## config.mk

```make
export PLATFORM = sky130hd
export DESIGN_NAME = postfix_stack_evaluator
export DESIGN_NICKNAME = d
export VERILOG_FILES = /design/src/hw/rtl/psev_pkg.sv /design/src/hw/rtl/postfix_stack_evaluator.sv /design/src/hw/rtl/psev_ram.sv /design/src/hw/rtl/psev_div.sv
export VERILOG_INCLUDE_DIRS = /design/src /design/src/hw/rtl
export SDC_FILE = /design/constraint.sdc
export NUM_CORES = 2
export LEC_CHECK = 0
export BUFFER_PORTS_ARGS = -buffer_cell sky130_fd_sc_hd__buf_4
export CAP_MARGIN = 5
export CORE_MARGIN = 3
export CORE_UTILIZATION = 40
export CTS_CLUSTER_DIAMETER = 50
export CTS_CLUSTER_SIZE = 8
export DETAILED_ROUTE_END_ITERATION = 16
export PLACE_DENSITY = 0.66
export SLEW_MARGIN = 20
export SYNTH_ARGS = -nofsm -noshare
export SYNTH_HDL_FRONTEND = slang
export SYNTH_HIERARCHICAL = 1
export SYNTH_SLANG_ARGS = --single-unit
```

## constraint.sdc

```tcl
create_clock -name clk -period 11.6 [get_ports clk]
set_clock_uncertainty 0.2 [all_clocks]
set_input_delay 0.58 -clock clk [delete_from_list [all_inputs] [get_ports clk]]
set_output_delay 0.58 -clock clk [all_outputs]
set_load 0.01 [all_outputs]
```

## src/hw/rtl/postfix_stack_evaluator_macros.svh

```systemverilog
// Assertion macros shared by the postfix evaluator RTL.
// Depends on a clock named clk and an active-low reset named rst_n in the using scope.
`ifndef POSTFIX_STACK_EVALUATOR_MACROS_SVH
`define POSTFIX_STACK_EVALUATOR_MACROS_SVH

// Checked on every clock edge outside reset.
`define PSE_ASSERT(lbl, prop, msg) \
  lbl: assert property (@(posedge clk) disable iff (!rst_n) (prop)) else $error(msg);

// Checked on every clock edge, reset included.
`define PSE_ASSERT_ALWAYS(lbl, prop, msg) \
  lbl: assert property (@(posedge clk) (prop)) else $error(msg);

`endif

```

## src/hw/rtl/psev_pkg.sv

```systemverilog
// Shared constants, token and status codes and divider interface types.
// Used by every module of the postfix evaluator except psev_ram.
package psev_pkg;

  localparam int STACK_DEPTH = 64;
  localparam int ADDR_W      = $clog2(STACK_DEPTH);
  localparam int CNT_W       = $clog2(STACK_DEPTH + 1);
  localparam int DATA_W      = 32;

  localparam logic [2:0] CMD_NUM = 3'd0;
  localparam logic [2:0] CMD_ADD = 3'd1;
  localparam logic [2:0] CMD_SUB = 3'd2;
  localparam logic [2:0] CMD_MUL = 3'd3;
  localparam logic [2:0] CMD_DIV = 3'd4;
  localparam logic [2:0] CMD_END = 3'd5;

  localparam logic [2:0] ST_OK     = 3'd0;
  localparam logic [2:0] ST_FEW    = 3'd1;
  localparam logic [2:0] ST_DIV0   = 3'd2;
  localparam logic [2:0] ST_BAD    = 3'd3;
  localparam logic [2:0] ST_NOTONE = 3'd4;

  typedef struct packed {
    logic              start;
    logic [DATA_W-1:0] dividend;
    logic [DATA_W-1:0] divisor;
  } psev_div_req_t;

  typedef struct packed {
    logic              done;
    logic [DATA_W-1:0] quotient;
  } psev_div_rsp_t;

endpackage

```

## src/hw/rtl/postfix_stack_evaluator.sv

```systemverilog
// Top level of the postfix evaluator: token sequencer, operand stack RAM, divider.
// Depends on psev_pkg, psev_ram, psev_div and postfix_stack_evaluator_macros.svh.
`include "postfix_stack_evaluator_macros.svh"

// Evaluates postfix expressions one token per input transaction and returns exactly one
// result transaction per token. Number, invalid and ignored tokens, and an end token that
// reports an error, are answered straight from the idle state. An end token that reports
// a value first reads the bottom stack entry. Add, subtract and multiply read the top and
// next operands one after the other through the single read port of the stack RAM, and
// then write the result back. Divide runs the radix-2 divider, which retires one quotient
// bit per cycle; a divide by zero ends after the operand reads. The stack store needs no
// clearing after reset, since only entries below the fill count are read.
// A new token is taken while the previous result leaves the output register.
module postfix_stack_evaluator
  import psev_pkg::*;
(
  input  logic        clk,
  input  logic        rst_n,
  input  logic        in_tvalid,
  output logic        in_tready,
  input  logic [31:0] in_tdata,   // [30:0] operand_value, [31] zero fill
  input  logic [2:0]  in_tuser,   // [2:0] cmd
  output logic        out_tvalid,
  input  logic        out_tready,
  output logic [31:0] out_tdata,  // [31:0] result_value
  output logic [2:0]  out_tuser,  // [2:0] status
  output logic        out_tlast   // done_res
);

  localparam logic [2:0] S_IDLE   = 3'd0;
  localparam logic [2:0] S_RD_N   = 3'd1;
  localparam logic [2:0] S_EXEC   = 3'd2;
  localparam logic [2:0] S_DIV    = 3'd3;
  localparam logic [2:0] S_END_RD = 3'd4;

  logic [2:0]        state_r, state_nxt;
  logic [CNT_W-1:0]  count_r, count_nxt;
  logic [2:0]        err_r, err_nxt;
  logic [2:0]        cmd_r, cmd_nxt;
  logic [DATA_W-1:0] t_r, t_nxt;
  logic              out_valid_r, out_valid_nxt;
  logic [DATA_W-1:0] out_data_r, out_data_nxt;
  logic [2:0]        out_status_r, out_status_nxt;
  logic              out_last_r, out_last_nxt;

  logic              mem_we;
  logic [ADDR_W-1:0] mem_waddr;
  logic [DATA_W-1:0] mem_wdata;
  logic [ADDR_W-1:0] mem_raddr;
  logic [DATA_W-1:0] mem_rdata;

  psev_div_req_t     div_req;
  psev_div_rsp_t     div_rsp;

  logic              in_accept;
  logic [ADDR_W-1:0] top_idx;
  logic [ADDR_W-1:0] next_idx;
  logic [DATA_W-1:0] alu_res;

  assign in_tready = (state_r == S_IDLE) && (!out_valid_r || out_tready);
  assign in_accept = in_tvalid && in_tready;

  assign top_idx  = ADDR_W'(count_r - CNT_W'(1));
  assign next_idx = ADDR_W'(count_r - CNT_W'(2));

  always_comb begin
    case (cmd_r)
      CMD_ADD: alu_res = mem_rdata + t_r;
      CMD_SUB: alu_res = mem_rdata - t_r;
      default: alu_res = mem_rdata * t_r;
    endcase
  end

  always_comb begin
    state_nxt      = state_r;
    count_nxt      = count_r;
    err_nxt        = err_r;
    cmd_nxt        = cmd_r;
    t_nxt          = t_r;
    out_valid_nxt  = out_valid_r && !out_tready;
    out_data_nxt   = out_data_r;
    out_status_nxt = out_status_r;
    out_last_nxt   = out_last_r;
    mem_we         = 1'b0;
    mem_waddr      = count_r[ADDR_W-1:0];
    mem_wdata      = {1'b0, in_tdata[30:0]};
    mem_raddr      = top_idx;
    div_req.start    = 1'b0;
    div_req.dividend = mem_rdata;
    div_req.divisor  = t_r;

    unique case (state_r)
      S_IDLE: begin
        if (in_accept) begin
          cmd_nxt        = in_tuser;
          out_data_nxt   = '0;
          out_last_nxt   = 1'b0;
          out_status_nxt = err_r;
          if (in_tuser == CMD_END) begin
            count_nxt    = '0;
            err_nxt      = ST_OK;
            out_last_nxt = 1'b0;
            if (err_r != ST_OK) begin
              out_valid_nxt  = 1'b1;
              out_data_nxt   = '1;
              out_last_nxt   = 1'b1;
            end else if (count_r != CNT_W'(1)) begin
              out_valid_nxt  = 1'b1;
              out_data_nxt   = '1;
              out_status_nxt = ST_NOTONE;
              out_last_nxt   = 1'b1;
            end else begin
              mem_raddr = '0;
              state_nxt = S_END_RD;
            end
          end else if (err_r != ST_OK) begin
            out_valid_nxt = 1'b1;
          end else begin
            unique case (in_tuser) inside
              CMD_NUM: begin
                // A push onto a full stack is dropped without an error.
                if (count_r < CNT_W'(STACK_DEPTH)) begin
                  mem_we    = 1'b1;
                  count_nxt = count_r + CNT_W'(1);
                end
                out_valid_nxt = 1'b1;
              end
              [CMD_ADD:CMD_DIV]: begin
                if (count_r < CNT_W'(2)) begin
                  err_nxt        = ST_FEW;
                  out_status_nxt = ST_FEW;
                  out_valid_nxt  = 1'b1;
                end else begin
                  state_nxt = S_RD_N;
                end
              end
              default: begin
                err_nxt        = ST_BAD;
                out_status_nxt = ST_BAD;
                out_valid_nxt  = 1'b1;
              end
            endcase
          end
        end
      end
      S_RD_N: begin
        t_nxt     = mem_rdata;
        mem_raddr = next_idx;
        state_nxt = S_EXEC;
      end
      S_EXEC: begin
        out_data_nxt = '0;
        out_last_nxt = 1'b0;
        if (cmd_r == CMD_DIV) begin
          if (t_r == '0) begin
            // Both operands are consumed and nothing is pushed.
            count_nxt      = count_r - CNT_W'(2);
            err_nxt        = ST_DIV0;
            out_status_nxt = ST_DIV0;
            out_valid_nxt  = 1'b1;
            state_nxt      = S_IDLE;
          end else begin
            div_req.start = 1'b1;
            state_nxt     = S_DIV;
          end
        end else begin
          mem_we         = 1'b1;
          mem_waddr      = next_idx;
          mem_wdata      = alu_res;
          count_nxt      = count_r - CNT_W'(1);
          out_status_nxt = ST_OK;
          out_valid_nxt  = 1'b1;
          state_nxt      = S_IDLE;
        end
      end
      S_DIV: begin
        if (div_rsp.done) begin
          mem_we         = 1'b1;
          mem_waddr      = next_idx;
          mem_wdata      = div_rsp.quotient;
          count_nxt      = count_r - CNT_W'(1);
          out_status_nxt = ST_OK;
          out_valid_nxt  = 1'b1;
          state_nxt      = S_IDLE;
        end
      end
      S_END_RD: begin
        out_data_nxt   = mem_rdata;
        out_status_nxt = ST_OK;
        out_last_nxt   = 1'b1;
        out_valid_nxt  = 1'b1;
        state_nxt      = S_IDLE;
      end
      default: begin
        state_nxt = S_IDLE;
      end
    endcase
  end

  always_ff @(posedge clk) begin
    if (!rst_n) begin
      state_r     <= S_IDLE;
      count_r     <= '0;
      err_r       <= ST_OK;
      out_valid_r <= 1'b0;
    end else begin
      state_r     <= state_nxt;
      count_r     <= count_nxt;
      err_r       <= err_nxt;
      out_valid_r <= out_valid_nxt;
    end
    cmd_r        <= cmd_nxt;
    t_r          <= t_nxt;
    out_data_r   <= out_data_nxt;
    out_status_r <= out_status_nxt;
    out_last_r   <= out_last_nxt;
  end

  psev_ram #(
    .WIDTH(DATA_W),
    .DEPTH(STACK_DEPTH)
  ) u_stack (
    .clk  (clk),
    .we   (mem_we),
    .waddr(mem_waddr),
    .wdata(mem_wdata),
    .raddr(mem_raddr),
    .rdata(mem_rdata)
  );

  psev_div u_div (
    .clk  (clk),
    .rst_n(rst_n),
    .req  (div_req),
    .rsp  (div_rsp)
  );

  assign out_tvalid = out_valid_r;
  assign out_tdata  = out_data_r;
  assign out_tuser  = out_status_r;
  assign out_tlast  = out_last_r;

  `PSE_ASSERT(a_count_bound, count_r <= CNT_W'(STACK_DEPTH), "stack fill count above depth")
  `PSE_ASSERT(a_end_clears, (out_valid_r && out_last_r) |-> (count_r == '0 && err_r == ST_OK), "stack or error not cleared after end")
  `PSE_ASSERT(a_err_ignores, (in_accept && err_r != ST_OK) |=> (state_r == S_IDLE), "token after an error started stack work")
  `PSE_ASSERT(a_div_nonzero, div_req.start |-> (div_req.divisor != '0 && state_r == S_EXEC), "divider started on a zero divisor")
  `PSE_ASSERT_ALWAYS(a_busy_no_ready, (state_r != S_IDLE) |-> !in_tready, "token taken while a token is in progress")

endmodule

```

## src/hw/rtl/psev_ram.sv

```systemverilog
// Generic single-port-write, single-port-read RAM with a registered read.
// No dependencies.
module psev_ram #(
  parameter int WIDTH = 32,
  parameter int DEPTH = 64
) (
  input  logic                     clk,
  input  logic                     we,
  input  logic [$clog2(DEPTH)-1:0] waddr,
  input  logic [WIDTH-1:0]         wdata,
  input  logic [$clog2(DEPTH)-1:0] raddr,
  output logic [WIDTH-1:0]         rdata
);

  logic [WIDTH-1:0] mem [DEPTH];

  always_ff @(posedge clk) begin
    if (we) begin
      mem[waddr] <= wdata;
    end
    rdata <= mem[raddr];
  end

endmodule

```

## src/hw/rtl/psev_div.sv

```systemverilog
// Radix-2 restoring divider for signed 32-bit truncating division.
// Depends on psev_pkg for the request and response types.
module psev_div
  import psev_pkg::*;
(
  input  logic          clk,
  input  logic          rst_n,
  input  psev_div_req_t req,
  output psev_div_rsp_t rsp
);

  localparam logic [1:0] D_IDLE = 2'd0;
  localparam logic [1:0] D_RUN  = 2'd1;
  localparam logic [1:0] D_FIN  = 2'd2;

  logic [1:0]          state_r, state_nxt;
  logic [4:0]          step_r, step_nxt;
  logic [DATA_W-1:0]   rem_r, rem_nxt;
  logic [DATA_W-1:0]   quo_r, quo_nxt;
  logic [DATA_W-1:0]   den_r, den_nxt;
  logic                neg_r, neg_nxt;
  logic [DATA_W:0]     trial;

  assign trial = {rem_r, quo_r[DATA_W-1]} - {1'b0, den_r};

  always_comb begin
    state_nxt = state_r;
    step_nxt  = step_r;
    rem_nxt   = rem_r;
    quo_nxt   = quo_r;
    den_nxt   = den_r;
    neg_nxt   = neg_r;
    unique case (state_r)
      D_IDLE: begin
        if (req.start) begin
          quo_nxt   = req.dividend[DATA_W-1] ? (DATA_W'(0) - req.dividend) : req.dividend;
          den_nxt   = req.divisor[DATA_W-1] ? (DATA_W'(0) - req.divisor) : req.divisor;
          neg_nxt   = req.dividend[DATA_W-1] ^ req.divisor[DATA_W-1];
          rem_nxt   = '0;
          step_nxt  = '0;
          state_nxt = D_RUN;
        end
      end
      D_RUN: begin
        // A non-negative trial difference means the shifted remainder holds the divisor.
        if (!trial[DATA_W]) begin
          rem_nxt = trial[DATA_W-1:0];
          quo_nxt = {quo_r[DATA_W-2:0], 1'b1};
        end else begin
          rem_nxt = {rem_r[DATA_W-2:0], quo_r[DATA_W-1]};
          quo_nxt = {quo_r[DATA_W-2:0], 1'b0};
        end
        step_nxt = step_r + 5'd1;
        if (step_r == 5'd31) begin
          state_nxt = D_FIN;
        end
      end
      D_FIN: begin
        state_nxt = D_IDLE;
      end
      default: begin
        state_nxt = D_IDLE;
      end
    endcase
  end

  always_ff @(posedge clk) begin
    if (!rst_n) begin
      state_r <= D_IDLE;
    end else begin
      state_r <= state_nxt;
    end
    step_r <= step_nxt;
    rem_r  <= rem_nxt;
    quo_r  <= quo_nxt;
    den_r  <= den_nxt;
    neg_r  <= neg_nxt;
  end

  assign rsp.done     = (state_r == D_FIN);
  assign rsp.quotient = neg_r ? (DATA_W'(0) - quo_r) : quo_r;

endmodule

```

## After elaboration in Yosys (flattened, before gate mapping)

Memory sizes are Yosys's and may differ from the RTL's. A register that Yosys moved wholly into a read port is not among the register bits.
Index checks and enable logic that the tools add are counted.

- Flip-flop bits (word level): 189
- Bits in writable memories: 2048
- Input bits: 39
- Output and inout bits: 38
- Memories: 1

Memory list:

| memory | words | bits a word | read ports | clocked after Yosys merged registers in | write ports | RTL line | source |
|---|---|---|---|---|---|---|---|
| u_stack.mem | 64 | 32 | 1 | 1 | 1 | psev_ram.sv:15 | `logic [WIDTH-1:0] mem [DEPTH];` |

- $add $sub $neg: 10
- Multipliers: 1
- $lt $le $gt $ge: 4
- Equality and inequality tests: 26
- Muxes and demuxes: 94
- Bitwise operators: 1
- Reduce and logical (&&, ||, !) cells: 26

Operators by type and width:

| cell | count |
|---|---|
| 2-to-1 mux 32 bit | 11 |
| one-hot mux 32 bit (2 select lines) | 4 |
| one-hot mux 32 bit (3 select lines) | 1 |
| subtractor 1 x 32 -> 32 bit (first input constant) | 3 |
| 2-to-1 mux 3 bit | 20 |
| 2-to-1 mux 7 bit | 8 |
| 2-to-1 mux 6 bit | 6 |
| subtractor 33 x 32 -> 33 bit | 1 |
| adder 32 bit | 1 |
| zero test 32 bit | 1 |
| multiplier 32 x 32 -> 32 bit | 1 |
| subtractor 32 bit | 1 |
| 2-to-1 mux 31 bit | 1 |
| 2-to-1 mux 1 bit | 27 |
| one-hot mux 3 bit (4 select lines) | 2 |
| one-hot mux 6 bit (2 select lines) | 2 |
| one-hot mux 7 bit (3 select lines) | 1 |
| inequality test 2 bit (second input constant) | 6 |
| inequality test 3 bit (second input constant) | 4 |
| one-hot mux 3 bit (2 select lines) | 2 |
| one-hot mux 5 bit (2 select lines) | 1 |
| AND reduction 2 bit | 5 |
| == test 3 x 2 -> 1 bit (second input constant) | 3 |
| == test 3 bit (second input constant) | 3 |
| 32 further kinds | 47 |

## Logic depth before layout (Yosys ltp)

- Depth after elaboration: 9
- Mapped depth: 30
- Mapped depth without buffers: 28

## Cells and area by module

Netlist, hierarchy kept.

By module, submodules not included:

| module | times used | cells each | area each (µm²) |
|---|---|---|---|
| psev_ram | 1 | 3511 | 79039.6 |
| postfix_stack_evaluator | 1 | 2534 | 22482.8 |
| psev_div | 1 | 834 | 7815.0 |

## Worst setup path before layout

OpenSTA, ideal clock, no wires.

- Path type: reg-to-reg
- Start: reg t_r[7]
- End: mem u_stack.mem[0][22] (data pin)
- Library setup time: 702 ps
- Data arrival time: 9347 ps
- Setup slack: 1352 ps
- Stages on the path, launching flop included: 27
- Buffers on the path: 2
- Cell sequence: edfxtp_1 clkbuf_1 clkbuf_1 and2_1 fa_1 fa_1 fa_1 inv_1 fa_1 inv_1 ha_1 ha_1 fa_1 inv_1 fa_1 inv_1 ha_1 and3_1 a221oi_1 o31a_1 o211a_1 o21ai_0 a21o_1 a21oi_1 o21ai_0 xnor2_1 o21ai_0

- Cells in the longest elaborated chain, start to end: 4
- Elaborated cells between the ends (all ways): 6
- Those cells by class: 2 x add/sub; 1 x mul; 3 x mux

Ends and longest elaborated chain:

| item | RTL line | source |
|---|---|---|
| start: declaration | postfix_stack_evaluator.sv:40 | `logic [DATA_W-1:0] t_r, t_nxt;` |
| start signal: assignment | postfix_stack_evaluator.sv:213 | `t_r <= t_nxt;` |
| multiplier 32 x 32 -> 32 bit, or another cell as far along | postfix_stack_evaluator.sv:70 | `default: alu_res = mem_rdata * t_r;` |
| one-hot mux 32 bit (2 select lines) (*) | postfix_stack_evaluator.sv:67 | `case (cmd_r)` |
| 2-to-1 mux 32 bit (*) | postfix_stack_evaluator.sv:154 | `if (cmd_r == CMD_DIV) begin` |
| one-hot mux 32 bit (2 select lines) (*) | postfix_stack_evaluator.sv:92 | `unique case (state_r)` |
| net mem_wdata[22] | postfix_stack_evaluator.sv:48 | `logic [DATA_W-1:0] mem_wdata;` |
| end: declaration | psev_ram.sv:15 |  |

The timed path passes the listed nets; every way through them passes the cells marked *.

## Final worst setup path

- Start: reg u_stack.rdata[8], read port of u_stack.mem
- End: mem u_stack.mem[58][31] (data pin)

- Cells in the longest elaborated chain, start to end: 4
- Elaborated cells between the ends (all ways): 6
- Those cells by class: 2 x add/sub; 1 x mul; 3 x mux

Ends and longest elaborated chain:

| item | RTL line | source |
|---|---|---|
| start: declaration | psev_ram.sv:12 | `output logic [WIDTH-1:0] rdata` |
| multiplier 32 x 32 -> 32 bit, or another cell as far along | postfix_stack_evaluator.sv:70 |  |
| one-hot mux 32 bit (2 select lines) (*) | postfix_stack_evaluator.sv:67 |  |
| 2-to-1 mux 32 bit (*) | postfix_stack_evaluator.sv:154 |  |
| one-hot mux 32 bit (2 select lines) (*) | postfix_stack_evaluator.sv:92 |  |
| net mem_wdata[31] | postfix_stack_evaluator.sv:48 |  |

Marks and branches as above.

==> run_results.csv <==
group,metric,value,unit
run_status,status,"finished, final reports clean",
drt,drt_pass1_iterations,8,
drt,vias,63600,
finish,fin_area,124000,µm²
sta,hold_viol,0,
finish,nets,7792,
sta,grt_setup_unrepaired,"false",
sta,finalSetupViolations,0,
sta,finalCritPeriodShare,0.830,
yosys,synth-edff-count,2221,
yosys,ys_types,92,
sta,tns,0,ns
place,dp_hpwl,181,mm
yosys,syn_area,109000,µm²
setup_path,cp_max_fo,34,
die,die_area,280000,µm²
finish,fillers,23000,
setup_path,worst-endpoint-arrival,10.04,ns
clock_tree,cts_made_buffers,335,
clock_tree,cts_tree,"yes",
yosys,synth_nets,7527,
finish,final_layout_size_suffix_gt1_frac,0.177,
global_routing,grt_max_degree,125,
die,die_y,529,µm
yosys,ys_seq_area_frac,0.619,
sta,maxSlewViolCount,0,
yosys,yosys.area_share.adder,0.0978,
drt,drc,0,
finish,area_growth_syn_to_layout,13.9,%
yosys,synth_top_family_by_area,"multiplexers",
setup_path,cp-endpoint,"u_stack/mem[58][31]$_DFFE_PP_",
yosys,yosysTopAreaCellShare,0.610,
clock_tree,clk_pin_slew,0.05,ns
drt,ant_nets,0,
setup_path,worst-r2r-cell-count,26,
drt,wl_met2,141,mm
global_routing,grt_pass1_vias,65000,
drt,wirelength,302,mm
drt,routedWlPerCell,27.9,µm
die,ios,77,
yosys,synth_area_per_cell,15.9,µm²
worst_hold_path,holdCritPathClass,"primary input to flop",
global_routing,antenna_found_initial,13,
yosys,yosys_most_used_dff,"edfxtp_1",
place,dpl_cell_area,115000,µm²
clock_tree,holdBufCountCts,6,
sta,slew_headroom,0.147,
yosys,synth-async-reset-ratio,0,
global_routing,grt-ovfl-total,0,
clock_tree,clock_sinks,2269,
clock_tree,post_cts_resized,0,
yosys,synthSimpleGateAreaFrac,0.0588,
drt,top_layer,"met5",
finish,final_cells,10800,
place,port-buffer-count,75,
yosys,synth_compound_area_frac,0.0558,
setup_path,startpoint,"u_stack/rdata[8]$_DFF_P_",
setup_path,reg2reg_from,"u_stack/rdata[8]$_DFF_P_",
clock_tree,post-cts-setup-buffers,0,
yosys,synth_xor_area_frac,0.0209,
clock_tree,htree_num_levels,5,
global_routing,grt_pass1_wl,441,mm
setup_path,r2r-end,"u_stack/mem[58][31]$_DFFE_PP_",
yosys,netlist_top_cells_area,"edfxtp_1, mux4_2, fa_1, ha_1, mux2i_1",
place,place_inst,10400,
die,die_w,529,µm
drt,drtIter0Drc,7311,
yosys,ys_seq_elements,2269,
clock_tree,clk_latency,0.87,ns
drt,met3_length,32.4,mm
setup_path,endpoint_kind,"flop",
sta,fmax,104,MHz
yosys,synthCells,6879,
drt,vias_per_cell,5.87,
die,rows,191,
sta,fin_crit,9.63,ns
place,gp_congestion,0.900,
yosys,yosys.area.top_type,"edfxtp_1",
setup_path,start_kind,"flop",
setup_path,criticalPathCategory,"flop to flop",
drt,wl_met1,117,mm
yosys,synthMuxAreaShare,0.113,
die,core_area,271000,µm²
setup_path,r2r_slack,1.97,ns
flow_run,maxCapViolations,0,
setup_path,crit_required,12.01,ns
clock_tree,clk_path_buf_depth,4,
clock_tree,root_buffer,"clkbuf_16",
sta,worst_pin_slew,1.27,ns
die,start_util,0.403,
yosys,yosys_warnings,6,
global_routing,track_usage,0.215,
-- worst max-delay path, stage by stage (launching register included) --
cell and delay [ns]:
dfxtp_1 0.98, buf_4 0.41, and2_1 0.21, fa_1 0.42
fa_1 0.51, inv_1 0.05, fa_1 0.52, inv_1 0.05
fa_1 0.41, fa_1 0.58, fa_1 0.45, fa_1 0.54
inv_1 0.05, fa_1 0.56, inv_1 0.05, ha_1 0.33
nand3_1 0.12, a211oi_1 0.06, a211oi_1 0.36, o21a_1 0.18
o21ai_0 0.15, a31o_2 0.31, a31oi_1 0.25, xnor2_1 0.20
nor2_1 0.11, o21ai_4 0.88, buf_4 0.43
-- how the worst min path moves through the flow --
| stage | from | end | slack (ns) | cells past startpoint |
|---|---|---|---|---|
| 5_1_grt | in_tdata[22] | u_stack/mem[4][22]$_DFFE_PP_ | 0.26 | 3 |
| 2_1_floorplan | err_r[2]$_SDFFE_PN0P_ | err_r[2]$_SDFFE_PN0P_ | 0.27 | 1 |
| 3_5_place_dp | err_r[2]$_SDFFE_PN0P_ | err_r[2]$_SDFFE_PN0P_ | 0.30 | 1 |
| 4_1_cts | in_tdata[22] | u_stack/mem[5][22]$_DFFE_PP_ | 0.21 | 3 |
| 6_report | in_tdata[22] | u_stack/mem[10][22]$_DFFE_PP_ | 0.31 | 3 |
| 3_3_place_gp | err_r[2]$_SDFFE_PN0P_ | err_r[2]$_SDFFE_PN0P_ | 0.29 | 1 |
-- cells by family after synthesis --
logic type	count (synthesis)
multiplexers	672
AND/OR/NAND/NOR	1273
buffers and inverters	886
AO/OA/AOI/OAI	910
XOR/XNOR	260
adder cells (fa/ha/maj)	609
flip-flops	2269
-- cells in the mapped netlist, drive strengths merged, types with 9 or more instances --
cell type  instances
clkbuf           236
o22ai             50
buf              136
a31oi             35
o21ai            214
a21o              53
a211oi            45
and2             320
or2               15
and4              10
nand3             70
edfxtp          2221
o21bai             9
o21a              15
a311o             14
a211o             13
inv              513
dfxtp             48
mux2i            223
nor4              10
mux4             446
fa               410
nand2b            40
o211ai            21
xnor2            169
or4               16
nand3b            12
nor3              47
a221oi             9
a222oi             9
o41ai             13
a22oi            148
o22a              12
nor2             224
a21oi            133
and3              18
nand4             11
xor2              91
ha               199
o31ai             36
a22o              13
nand2            403
nor2b             32
or3               24
o221ai            21
-- layout by cell type (no fill, tap or decap), drive strengths merged, types with 45 or more instances in the layout --
cell type,Yosys,routed
edfxtp,2221,2221
inv,513,523
mux4,446,446
clkbuf,236,427
fa,410,410
nand2,403,403
and2,320,320
buf,136,294
nor2,224,224
mux2i,223,223
o21ai,214,214
ha,199,199
xnor2,169,169
a22oi,148,148
a21oi,133,133
xor2,91,91
nand3,70,70
a21o,53,53
o22ai,50,50
dfxtp,48,48
nor3,47,47
a211oi,45,45
-- sequential cells by signal (all words and copies together) (netlist names) --
signal         flops
cmd_r              3
count_r            7
err_r              3
out_tdata         32
out_tlast          1
out_tuser          3
out_tvalid         1
state_r            3
t_r               32
u_div/den_r       32
u_div/neg_r        1
u_div/quo_r       32
u_div/rem_r       32
u_div/state_r      2
u_div/step_r       5
u_stack/mem     2048
u_stack/rdata     32
-- routing by layer --
layer  up-vias  GRT usage
met5         -          0
met4         2     0.0785
met3       573     0.0472
met2      3405      0.341
met1     33200      0.291
li1      26400          -
-- stage by stage --
step | hold WS (ns) | util | setup slack [ns]
after floorplan | 0.274 | - | 1.35
after global placement | 0.292 | 0.424 | 2.04
after detailed placement | 0.304 | 0.424 | 1.95
after CTS | 0.213 | 0.458 | 1.94
after global routing | 0.261 | 0.459 | 1.58
final | 0.312 | 0.459 | 1.97
-- cell type report --
type                       instances  area, µm²  area share
inverter                         514       1930      0.0155
timing repair buffer             300       2380      0.0191
antenna                            4       10.0   0.0000804
clock buffer                     427       8830      0.0710
sequential                      2269      67700       0.544
tap                             3570       4470      0.0359
multi-input combinational       3724      38800       0.312
clock inverter                    33        390     0.00314
Power is left out: the tool's default activity adds up to more than one toggle a clock period on the data nets, which glitch-free logic cannot reach.
